==> src/hw/rtl/spq_pkg.sv <==
// ============================================================================
// spq_pkg: shared types and constants for the stable priority queue
// Holds the queue depth, the command and status codes and the cell types.
// ============================================================================
`default_nettype none

package spq_pkg;

  // Number of cells in the chain, one queue entry per cell.
  localparam int CAPACITY = 16;
  // Width of the entry count, wide enough to hold CAPACITY itself.
  localparam int CNT_W = $clog2(CAPACITY + 1);

  // Operation codes carried on the input tuser.
  typedef enum logic [1:0] {
    CMD_INSERT = 2'd0,
    CMD_POP    = 2'd1,
    CMD_QUERY  = 2'd2,
    CMD_NOP    = 2'd3
  } cmd_t;

  // Result status codes carried on the output tuser.
  typedef enum logic [1:0] {
    STAT_OK       = 2'd0,
    STAT_EMPTY    = 2'd1,
    STAT_NEG_PRIO = 2'd2,
    STAT_FULL     = 2'd3
  } status_t;

  // One queue entry.
  typedef struct packed {
    logic signed [7:0] floor_number;
    logic [6:0]        priority_level;
  } slot_t;

  // Operation broadcast from the control logic to every cell.
  typedef struct packed {
    logic  insert_en;
    logic  pop_en;
    slot_t new_slot;
    logic signed [7:0] query_floor;
  } bcast_t;

endpackage

`default_nettype wire

==> src/hw/rtl/spq_cell.sv <==
// ============================================================================
// spq_cell: one entry of the sorted shift-register queue
// Holds a floor and priority, compares them with the broadcast operation and
// takes the new entry, its left neighbor or its right neighbor.
// ============================================================================
`default_nettype none

module spq_cell
  import spq_pkg::*;
(
  input  wire logic   clk,
  input  wire bcast_t bcast,
  input  wire logic   occupied,
  input  wire logic   ge_left,
  input  wire slot_t  left_slot,
  input  wire slot_t  right_slot,
  output logic        ge,
  output logic        match,
  output slot_t       slot
);

  // An occupied entry with priority at least the new one stays in front of it.
  assign ge = occupied && (slot.priority_level >= bcast.new_slot.priority_level);

  // Query hit on this entry.
  assign match = occupied && (slot.floor_number == bcast.query_floor);

  // On insert, the first cell not ahead of the new entry takes it and the
  // cells behind shift right; on pop every cell takes its right neighbor.
  always_ff @(posedge clk) begin
    if (bcast.insert_en) begin
      if (!ge) begin
        slot <= ge_left ? bcast.new_slot : left_slot;
      end
    end else if (bcast.pop_en) begin
      slot <= right_slot;
    end
  end

endmodule

`default_nettype wire

==> src/hw/rtl/stable_priority_queue_core.sv <==
// ============================================================================
// stable_priority_queue_core: sorted priority queue of floor requests
// Chain of cells kept sorted by priority with a one-word output register.
// ============================================================================
// For every word, all cells compare against the incoming operation in
// parallel and shift in the same cycle, and the result is held in an
// output register, so a new word is accepted each cycle while the output
// side takes results. Up to CAPACITY entries are held; equal priorities
// leave in arrival order. The queue needs no clearing after reset.
`default_nettype none

module stable_priority_queue_core
  import spq_pkg::*;
(
  input  wire logic        clk,
  input  wire logic        rst,
  input  wire logic        s_tvalid,
  output logic             s_tready,
  // [7:0] floor_number, [15:8] request_priority
  input  wire logic [15:0] s_tdata,
  // [1:0] cmd
  input  wire logic [1:0]  s_tuser,
  output logic             m_tvalid,
  input  wire logic        m_tready,
  // [7:0] popped_floor, [14:8] popped_priority, [15] found,
  // [20:16] entry_total, [23:21] zero
  output logic [23:0]      m_tdata,
  // [1:0] status
  output logic [1:0]       m_tuser
);

  logic             accept;
  cmd_t             cmd;
  logic signed [7:0] in_floor;
  logic signed [7:0] in_prio;
  logic [CNT_W-1:0] occupancy;
  logic [CNT_W-1:0] occupancy_next;
  bcast_t           bcast;
  status_t          status_next;
  status_t          status;
  logic [7:0]       popped_floor;
  logic [6:0]       popped_priority;
  logic             found;
  logic [4:0]       entry_total;

  logic [CAPACITY-1:0] ge_vec;
  logic [CAPACITY-1:0] match_vec;
  slot_t               slots [CAPACITY];

  assign cmd      = cmd_t'(s_tuser);
  assign in_floor = s_tdata[7:0];
  assign in_prio  = s_tdata[15:8];

  // Input side stays open while the output register is empty or draining.
  assign s_tready = !m_tvalid || m_tready;
  assign accept   = s_tvalid && s_tready;

  // Decode the operation and its status.
  always_comb begin
    bcast.insert_en    = 1'b0;
    bcast.pop_en       = 1'b0;
    bcast.new_slot.floor_number   = in_floor;
    bcast.new_slot.priority_level = in_prio[6:0];
    bcast.query_floor  = in_floor;
    status_next        = STAT_OK;
    occupancy_next     = occupancy;
    unique case (cmd)
      CMD_INSERT: begin
        if (in_prio[7]) begin
          status_next = STAT_NEG_PRIO;
        end else if (occupancy == CNT_W'(CAPACITY)) begin
          status_next = STAT_FULL;
        end else begin
          bcast.insert_en = accept;
          occupancy_next  = occupancy + CNT_W'(1);
        end
      end
      CMD_POP: begin
        if (occupancy == '0) begin
          status_next = STAT_EMPTY;
        end else begin
          bcast.pop_en   = accept;
          occupancy_next = occupancy - CNT_W'(1);
        end
      end
      CMD_QUERY: begin
        status_next = STAT_OK;
      end
      default: begin
        status_next = STAT_OK;
      end
    endcase
  end

  // The chain of cells; the head cell sees a boundary on its left.
  for (genvar i = 0; i < CAPACITY; i++) begin : g_cell
    logic  occ;
    logic  ge_l;
    slot_t left_s;
    slot_t right_s;

    assign occ = (CNT_W'(i) < occupancy);

    if (i == 0) begin : g_head
      assign ge_l   = 1'b1;
      assign left_s = bcast.new_slot;
    end else begin : g_body
      assign ge_l   = ge_vec[i-1];
      assign left_s = slots[i-1];
    end

    if (i == CAPACITY - 1) begin : g_tail
      assign right_s = '0;
    end else begin : g_inner
      assign right_s = slots[i+1];
    end

    spq_cell u_cell (
      .clk        (clk),
      .bcast      (bcast),
      .occupied   (occ),
      .ge_left    (ge_l),
      .left_slot  (left_s),
      .right_slot (right_s),
      .ge         (ge_vec[i]),
      .match      (match_vec[i]),
      .slot       (slots[i])
    );
  end

  // Entry count.
  always_ff @(posedge clk) begin
    if (rst) begin
      occupancy <= '0;
    end else if (accept) begin
      occupancy <= occupancy_next;
    end
  end

  // Output valid flag.
  always_ff @(posedge clk) begin
    if (rst) begin
      m_tvalid <= 1'b0;
    end else if (accept) begin
      m_tvalid <= 1'b1;
    end else if (m_tready) begin
      m_tvalid <= 1'b0;
    end
  end

  // Result payload, captured with the accepted word.
  always_ff @(posedge clk) begin
    if (accept) begin
      status          <= status_next;
      popped_floor    <= bcast.pop_en ? slots[0].floor_number : 8'd0;
      popped_priority <= bcast.pop_en ? slots[0].priority_level : 7'd0;
      found           <= (cmd == CMD_QUERY) && (|match_vec);
      entry_total     <= 5'(occupancy_next);
    end
  end

  assign m_tuser = status;
  assign m_tdata = {3'b000, entry_total, found, popped_priority, popped_floor};

endmodule

`default_nettype wire

==> config.mk <==
export PLATFORM = sky130hd
export DESIGN_NAME = stable_priority_queue_core
export DESIGN_NICKNAME = d
export VERILOG_FILES = /design/src/hw/rtl/spq_pkg.sv /design/src/hw/rtl/spq_cell.sv /design/src/hw/rtl/stable_priority_queue_core.sv
export SDC_FILE = /design/constraint.sdc
export NUM_CORES = 1
export LEC_CHECK = 0
export BUFFER_PORTS_ARGS = -buffer_cell sky130_fd_sc_hd__clkbuf_2
export CAP_MARGIN = 20
export CORE_UTILIZATION = 64
export DETAILED_ROUTE_END_ITERATION = 7
export GPL_ROUTABILITY_DRIVEN = 0
export PLACE_DENSITY_LB_ADDON = 0.1
export SYNTH_ARGS = -nofsm -noshare
export SYNTH_HDL_FRONTEND = slang
export SYNTH_SLANG_ARGS = --single-unit
==> constraint.sdc <==
create_clock -name clk -period 4.7 [get_ports clk]
set_input_delay 0.705 -clock clk [delete_from_list [all_inputs] [get_ports clk]]
set_output_delay 0.705 -clock clk [all_outputs]
set_load 0.02 [all_outputs]
==> results of run 1 <==
## area by class of cell
type	instances	area, sq um
multi-input combinational	1267	8860
sequential	269	8020
fill	1981	7890
clock buffer	38	831
timing repair buffer	91	591
tap	341	427
clock inverter	17	246
inverter	42	158
antenna	2	5.00
## flip-flops by register name, indices dropped and copies added, names as in the netlist
name	flops
occupancy	5
g_cell.u_cell.slot	240
popped_priority	7
m_tuser	2
popped_floor	8
m_tvalid	1
entry_total	5
found	1
## report_power, final
group / internal (W) / switching, W
logic: 0.000317 / 0.000633
registers: 0.00278 / 0.000121
clock network: 0.00157 / 0.00102
## logic make-up (layout without fill, tap and decap cells)
| kind of cell | count (synthesis) | after routing |
|---|---|---|
| xor+xnor | 131 | 131 |
| simple gates | 431 | 431 |
| compound gates | 541 | 541 |
| flops | 269 | 269 |
| mux | 45 | 45 |
| fa+ha+maj | 116 | 116 |
| buf+inv | 194 | 188 |
| other cells | 1 | 5 |
## synthesized netlist by cell type (16+ instances only)
library cell | instances | area share
o211ai_1 | 291 | 0.12
edfxtp_1 | 263 | 0.45
nand2_1 | 223 | 0.047
ha_1 | 116 | 0.082
a21oi_1 | 92 | 0.026
clkbuf_1 | 86 | 0.018
nor2_1 | 71 | 0.015
xor2_1 | 66 | 0.033
xnor2_1 | 65 | 0.032
mux2i_1 | 45 | 0.026
inv_1 | 41 | 0.0087
a21o_1 | 40 | 0.017
buf_2 | 37 | 0.010
nand3_1 | 31 | 0.0088
o21ai_0 | 27 | 0.0077
buf_1 | 23 | 0.0049
and3_1 | 21 | 0.0074
a221o_1 | 19 | 0.011
nor4_1 | 19 | 0.0067
nand4_1 | 17 | 0.0060
a31oi_1 | 16 | 0.0057
nand2b_1 | 16 | 0.0057
## routing by layer
| layer | vias to the layer above | track usage |
|---|---|---|
| met2 | 1129 | 0.572 |
| met5 | - | 0 |
| met3 | 188 | 0.119 |
| li1 | 6530 | - |
| met1 | 7051 | 0.547 |
| met4 | 2 | 0.174 |
## worst paths after layout
path | startpoint | end | cells after the start
setup reg to reg | occupancy[1] | g_cell[7].u_cell.slot[13] | 9
hold reg to reg | m_tvalid | m_tvalid | 2
hold / removal | s_tvalid | m_tvalid | 3
setup / recovery | occupancy[1] | g_cell[7].u_cell.slot[13] | 9
## stage by stage
| step | power (W) | worst slack [ns] | hold slack, ns |
|---|---|---|---|
| final | 0.00645 | 0.953 | 0.365 |
| after CTS | 0.00638 | 1.19 | 0.369 |
| after global routing | 0.00658 | 0.827 | 0.381 |
| after floorplan | 0.00355 | 0.739 | 0.547 |
| after global placement | 0.00382 | 0.891 | 0.508 |
| after detailed placement | 0.00386 | 0.813 | 0.534 |
## critical path, delay by kind of cell (launching register included)
kind / cells / cell delay (ns)
AOI/OAI and AO/OA: 1 / 0.48
DFF: 1 / 0.67
adders and majority gates: 1 / 0.29
and+or+nand+nor: 4 / 1.25
buffers and inverters: 3 / 0.80
==> impl_results.md, run 1 <==
* Post-Route Skew at 0.0277 ns
* IO Port Bufs at 46
* Setup TNS at 0 ns
* Crit path top cell by count: buf_12
* Die extent in y at 168 microns
* Hold_buf cts at 0
* Xor/xnor cell area share of the yosys netlist at 0.0650
* Global route overflow at 0
* Final Non-Filler Cells at 2067
* Commonest non-fill, non-tap cell in the layout: o211ai_1
* Adder-Cell Fraction of Synth Area at 0.0823
* Design area at 19100 sq um
* TritonCTS Sinks at 269
* Vias in the first global route at 13873
* Worst-Margin Slew at 1.06 ns
* CP Max Fanout at 63
* Max-Slew Margin vs Limit at 0.290
* CORE AREA at 27000 sq um
* Post-CTS setup buffer count at 0
* Met1 wire length at 22000 microns
* Largest net degree at the start of global routing at 84
* Pwr dens at 337 nW/um^2
* I/O pins at 50
* Peak supply drop at 0.271 mV
* Final Hold Fails at 0
* Placed insts at 2007
* Initial DRC count at 2202
* Cell count after synthesis at 1728
* Cell variety after synth at 56
* Worst EP required at 5.07 ns
* End-of-flow core utilization at 0.708
* Total Wirelength at 56200 microns
* Synth Area in Compound Gates at 0.216
* Final period utilization at 0.797
* Post-synth ARST share at 0
* Clk root buf: clkbuf_16
* # setup viols final at 0
* Layout cell share with drive strength beyond 1 at 0.0945
* Met2 Routed Length at 23700 microns
* Vias/cell at 7.21
* Top sig layer: met5
* P_leak at 7.40 nW
* Syn-to-layout area delta at 8.45%
* Fmax at 267 MHz
* Initial core utilization at 0.653
* Post-CTS Resized at 0
* Met3 WL at 7880 microns
* Layout net count at 1839
* Status: completed
* Die width at 168 microns
* Global-route usage over all layers at 0.395
* RSZ-0062 raised after global routing: false
* CP startpoint kind: flip-flop
* Simple-gate area share of the yosys netlist at 0.111
* Crit end category: flip-flop
* Post-route antenna net violation count at 0
* EDFF count, synth at 263
* Initial antenna violation count at 3
* WS Path Type: reg2reg
* CTS tree: done
* Area post-placement at 18000 sq um
* Clk_lat worst skew at 0.59 ns
* Clock Tree Buf Depth at 3
* Reg2reg setup slack at 0.95 ns
* Ys flop type: edfxtp_1
* Dpl hpwl at 38400 microns
* Num rows at 60
* Cell Area, Synth at 17600 sq um
* Die Area at 28200 sq um
* Final min period at 3.75 ns
* Clock transition at path regs at 0.07 ns
* Inserted Clock Buffers at 30
* Yosys warning count at 0
* Max Cap Violations at 0
* Crit path cell chain: inv_1, ha_1, nand4bb_1, nand3b_1, nor2_4, buf_12, buf_12, nand2_1, o211ai_1
* Mux share of post-synthesis cell area at 0.0255
* WL/cell at 27.2 microns
* Largest family of logic cells by synthesized area: compound AO/OA/AOI/OAI gates
* Sequential element share of the synthesized area at 0.454
* Hold Crit Class: in2reg
* Leading cell types in the layout, fill and taps excluded: o211ai_1 (291), edfxtp_1 (263), nand2_1 (222)
* Final Max Tran Viols at 0
* Critical path arrival at 4.12 ns
* Drt first pass iters at 7
* Crit-path slowest cell: nand2_1
* Synthesized area per cell at 10.2 sq um
* CTS H-tree depth at 1
* Total vias in the final route at 14900
* Synth Register Bits at 269
* Residual DRC at 0
* Max incr delay on CP at 0.68 ns
* First-pass GRT wire length at 83700 microns
Power figures use the tool's default switching activity.
==> run 2: changes to the inputs <==
Settings changed: CORE_UTILIZATION 64 to 58.
Clock period 4.7 ns to 3.4 ns, I/O delays scaled along.
==> run 2 against run 1 <==
  * Combinational power grew 53%
  * Sequential cell count is the same
  * Via count grew 1.7%
  * Cell count grew 7.1%
  * Global-route usage shrank 3.7 points
  * Core utilization shrank 3.8 points
  * Wire length shrank 1.6%
  * Worst hold slack lost 0.18 ns
  * Sequential power grew 37%
  * Clock skew shrank 0.014 ns
  * Critical path depth shrank 1
==> impl_results.md, run 2 (synthesized netlist as in run 1, its figures left out) <==
* First-pass GRT wire length at 85100 microns
* Biggest register: g_cell.u_cell.slot
* CP startpoint kind: flip-flop
* Total vias in the final route at 15146
* Pwr dens at 437 nW/um^2
* Setup WS pre-CTS at 0.346 ns
* R2R cell count at 8
* Num rows at 63
* Worst EP required at 3.67 ns
* Post-CTS setup buffer count at 0
* Largest net degree at the start of global routing at 163
* Global route overflow at 0
* Vias in the first global route at 14335
* Leading cell types in the layout, fill and taps excluded: o211ai_1 (291), edfxtp_1 (263), nand2_1 (222)
* Peak supply drop at 0.392 mV
* Clk_lat worst skew at 0.57 ns
* Final period utilization at 0.883
* Syn-to-layout area delta at 13.2%
* Reg2reg end: g_cell[8].u_cell.slot[7]
* WL/cell at 25.0 microns
* CP Launch Point: occupancy[0]
* CORE AREA at 29800 sq um
* Layout net count at 1938
* CTS H-tree depth at 1
* Worst-Margin Slew at 0.812 ns
* TritonCTS Sinks at 269
* Setup ws final at 0.399 ns
* Residual DRC at 0
* Max-Slew Margin vs Limit at 0.459
* WS Path Type: reg2reg
* CTS tree: done
* Drt first pass iters at 6
* Antenna diodes at 0
* Post-Route Skew at 0.0137 ns
* Post-route antenna net violation count at 0
* RSZ-0062 raised after global routing: false
* P_leak at 7.87 nW
* Final Hold Fails at 0
* Die width at 176 microns
* Fill cells at 2313
* Final min period at 3.00 ns
* Setup crit end: g_cell[8].u_cell.slot[7]
* Final Max Tran Viols at 0
* Critical path arrival at 3.27 ns
* Die extent in y at 176 microns
* Clk root buf: clkbuf_16
* I/O pins at 50
* Initial core utilization at 0.592
* Vias/cell at 6.84
* RR Startpoint: occupancy[0]
* # setup viols final at 0
* Inserted Clock Buffers at 30
* Status: completed
* Clock Tree Buf Depth at 3
* Max reg flops at 240
* Hold Crit Class: in2reg
* Initial DRC count at 1979
* Max Cap Violations at 0
* Dpl hpwl at 40700 microns
* Setup TNS at 0 ns
* Global-route usage over all layers at 0.358
* Clock transition at path regs at 0.06 ns
* Crit end category: flip-flop
* Initial antenna violation count at 0
* Total Wirelength at 55300 microns
* Largest regs: g_cell.u_cell.slot (240), popped_floor (8), popped_priority (7)
* Worst hold slack at 0.190 ns
* Fmax at 333 MHz
* Die Area at 31100 sq um
* CP Max Fanout at 55
* Layout cell share with drive strength beyond 1 at 0.143
* Commonest non-fill, non-tap cell in the layout: o211ai_1
* Reg2reg setup slack at 0.40 ns
* Hold_buf cts at 0
* IO Port Bufs at 46
* Post-CTS Resized at 0
run 2: worst max-delay path, stage by stage, from the launching register on:
cell and delay, ns:
dfxtp_1 0.54, inv_1 0.15, ha_1 0.27, nand4bb_1 0.17
nand3b_1 0.20, nor2_4 0.42, buf_4 0.56, a21o_1 0.20
buf_4 0.18
run 2: layer usage:
layer | track usage | part of all wire | up-vias
met5 | 0 | 0 | -
li1 | - | - | 6728
met1 | 0.523 | 0.41 | 7219
met2 | 0.525 | 0.43 | 1062
met4 | 0.112 | 0.034 | 0
met3 | 0.0814 | 0.13 | 137
run 2: area by class of cell:
type | instances | area (sq um) | share of cell area
Clock inverter | 23 | 200 | 0.0100
Inverter | 42 | 158 | 0.00790
Clock buffer | 33 | 783 | 0.0392
Multi-Input combinational cell | 1267 | 8860 | 0.444
Timing Repair Buffer | 190 | 1460 | 0.0732
Sequential cell | 269 | 8020 | 0.402
Tap cell | 390 | 488 | 0.0244
run 2: power by group:
group          leakage [nW]  switching [W]  internal [W]
sequential             2.48       0.000144       0.00384
combinational          4.91       0.000929      0.000521
clock                 0.476        0.00140       0.00188
run 2: how the worst min path moves through the flow:
stage / start / end / slack, ns / cells after the start
floorplan: g_cell[1].u_cell.slot[1] / g_cell[0].u_cell.slot[1] / 0.55 / 2
global placement: m_tvalid / m_tvalid / 0.51 / 2
detailed placement: m_tvalid / m_tvalid / 0.53 / 2
CTS: s_tvalid / m_tvalid / 0.19 / 3
global route: s_tvalid / m_tvalid / 0.19 / 3
finish: s_tvalid / m_tvalid / 0.19 / 3
run 2: through the flow:
step | util | power (W) | area [sq um] | cells
after global placement | 0.637 | 0.00541 | 19000 | 2158
after floorplan | - | 0.00491 | 17700 | 1730
after global routing | 0.670 | 0.00896 | 20000 | 2214
final | 0.670 | 0.00871 | 20000 | 2214
after CTS | 0.670 | 0.00869 | 20000 | 2214
after detailed placement | 0.637 | 0.00545 | 19000 | 2158
==> run 3: changes to the inputs <==
Settings changed: HOLD_SLACK_MARGIN from default to 0.08, RECOVER_POWER from default to 50.
==> run 3 against run 2 <==
  * Sequential cell count did not move
  * Cell count did not move
  * Wire length barely moved
  * Core utilization fell by 0.40 points
  * Worst hold slack improved by 0.0041 ns
  * Clock skew fell by 0.0033 ns
  * Critical path type unchanged
  * Highest routed layer unchanged
==> impl_results.md, run 3 (synthesized netlist as in run 1, its figures left out) <==
* Status: completed
* P_leak at 7.74 nW
* Leading cell types in the layout, fill and taps excluded: o211ai_1 (291), edfxtp_1 (263), nand2_1 (222)
* Biggest register: g_cell.u_cell.slot
* Max-Slew Margin vs Limit at 0.0603
* Clock transition at path regs at 0.06 ns
* CP Max Fanout at 23
* Vias in the first global route at 14335
* Vias/cell at 6.81
* Clock Power Share at 0.377
* Die width at 176 microns
* Clk root buf: clkbuf_16
* HP Start: s_tvalid
* Largest regs: g_cell.u_cell.slot (240), popped_floor (8), popped_priority (7)
* CTS tree: done
* # setup viols final at 0
* Setup TNS at 0 ns
* Initial antenna violation count at 0
* Combinational share of power at 0.164
* I/O pins at 50
* CORE AREA at 29800 sq um
* Max Cap Violations at 0
* Die extent in y at 176 microns
* Clock Tree Buf Depth at 3
* RSZ-0062 raised after global routing: false
* TritonCTS Sinks at 269
* CTS H-tree depth at 1
* Post-CTS Resized at 0
* Drt first pass iters at 5
* Antenna diodes at 0
* Global-route usage over all layers at 0.358
* Int Power at 0.00623 W
* Fill cells at 2350
* Pwr dens at 438 nW/um^2
* Design area at 19800 sq um
* Reg2reg end: g_cell[5].u_cell.slot[2]
* Initial core utilization at 0.592
* Reg power frac at 0.458
* Syn-to-layout area delta at 12.5%
* Fmax at 319 MHz
* Critical path arrival at 3.52 ns
* Commonest non-fill, non-tap cell in the layout: o211ai_1
* Total vias in the final route at 15075
* Residual DRC at 0
* Final min period at 3.14 ns
* End-of-flow core utilization at 0.666
* Inserted Clock Buffers at 30
* WL/cell at 25.0 microns
* Reg2reg setup slack at 0.26 ns
* Post-CTS setup buffer count at 0
* Die Area at 31100 sq um
* Layout net count at 1938
* R2R cell count at 9
* Layout cell share with drive strength beyond 1 at 0.122
* Largest net degree at the start of global routing at 163
* Worst EP required at 3.79 ns
* Final Max Tran Viols at 0
* Area post-placement at 19000 sq um
* Post-Route Skew at 0.0105 ns
* Hold_buf cts at 0
* Total Wirelength at 55300 microns
* Final period utilization at 0.923
* Dpl hpwl at 40700 microns
* Initial DRC count at 2072
* Peak supply drop at 0.392 mV
* WS Path Type: reg2reg
* Final Hold Fails at 0
* Crit end category: flip-flop
* P_sw at 0.00247 W
* CP startpoint kind: flip-flop
* Worst-Margin Slew at 1.41 ns
* RR Startpoint: occupancy[0]
* Hold endpoint: m_tvalid
* First-pass GRT wire length at 85100 microns
* Clk_lat worst skew at 0.57 ns
* Num rows at 63
* Global route overflow at 0
* Switching share of power at 0.284
* Post-route antenna net violation count at 0
* IO Port Bufs at 46
* Hold depth at 3
* Hold Crit Class: in2reg
* Max reg flops at 240
## run 3: changes by cell type in the layout (fill, tap and decap cells not counted), moves of 2 or more
| cell | change |
|---|---|
| clkbuf_2 | -19 |
| clkbuf_1 | +36 |
| buf_12 | -2 |
| buf_4 | -16 |
## run 3: how the worst max path moves through the flow
stage                       from                    endpoint
finish              occupancy[0]    g_cell[5].u_cell.slot[2]
global route        occupancy[0]  g_cell[10].u_cell.slot[14]
global placement      s_tdata[8]    g_cell[7].u_cell.slot[9]
detailed placement   s_tdata[12]   g_cell[7].u_cell.slot[13]
floorplan            s_tdata[13]    g_cell[1].u_cell.slot[0]
CTS                 occupancy[0]   g_cell[8].u_cell.slot[14]
## run 3: power by group through the flow
stage	Clock, W	Sequential [W]	Combinational (W)
after global placement	0	0.00405	0.00136
final	0.00328	0.00398	0.00143
after CTS	0.00330	0.00398	0.00142
after floorplan	0	0.00401	0.000895
after global routing	0.00340	0.00400	0.00155
after detailed placement	0	0.00405	0.00140
## run 3: worst max-delay path, cell delays in order, from the launching register on
cell       delay, ns
dfxtp_1         0.55
inv_1           0.16
ha_1            0.27
nand4bb_1       0.17
nand3b_1        0.20
nor2_4          0.42
clkbuf_2        0.51
nand2_1         0.13
clkbuf_1        0.26
o211ai_1        0.28
## run 3: layer usage
| layer | wire length [microns] | global-route usage | share of wire |
|---|---|---|---|
| met1 | 22700 | 0.523 | 0.41 |
| met2 | 23700 | 0.525 | 0.43 |
| met3 | 6930 | 0.0814 | 0.13 |
| met4 | 1920 | 0.112 | 0.035 |
| met5 | 0 | 0 | 0 |
## run 3: area by class of cell
class / count / area, sq um / area share
Multi-Input combinational cell: 1267 / 8850 / 0.446
Sequential cell: 269 / 8020 / 0.404
Timing Repair Buffer: 190 / 1350 / 0.0682
Clock buffer: 33 / 783 / 0.0395
Tap cell: 390 / 488 / 0.0246
Clock inverter: 23 / 200 / 0.0101
Inverter: 42 / 158 / 0.00794
## run 3: through the flow
| stage | hold slack [ns] | total power, W | worst slack (ns) | instances |
|---|---|---|---|---|
| final | 0.195 | 0.00870 | 0.262 | 2214 |
| after global routing | 0.194 | 0.00894 | 0.105 | 2214 |
| after CTS | 0.186 | 0.00869 | 0.451 | 2214 |
| after detailed placement | 0.534 | 0.00545 | 0.346 | 2158 |
| after global placement | 0.513 | 0.00541 | 0.389 | 2158 |
| after floorplan | 0.547 | 0.00491 | 0.0413 | 1730 |
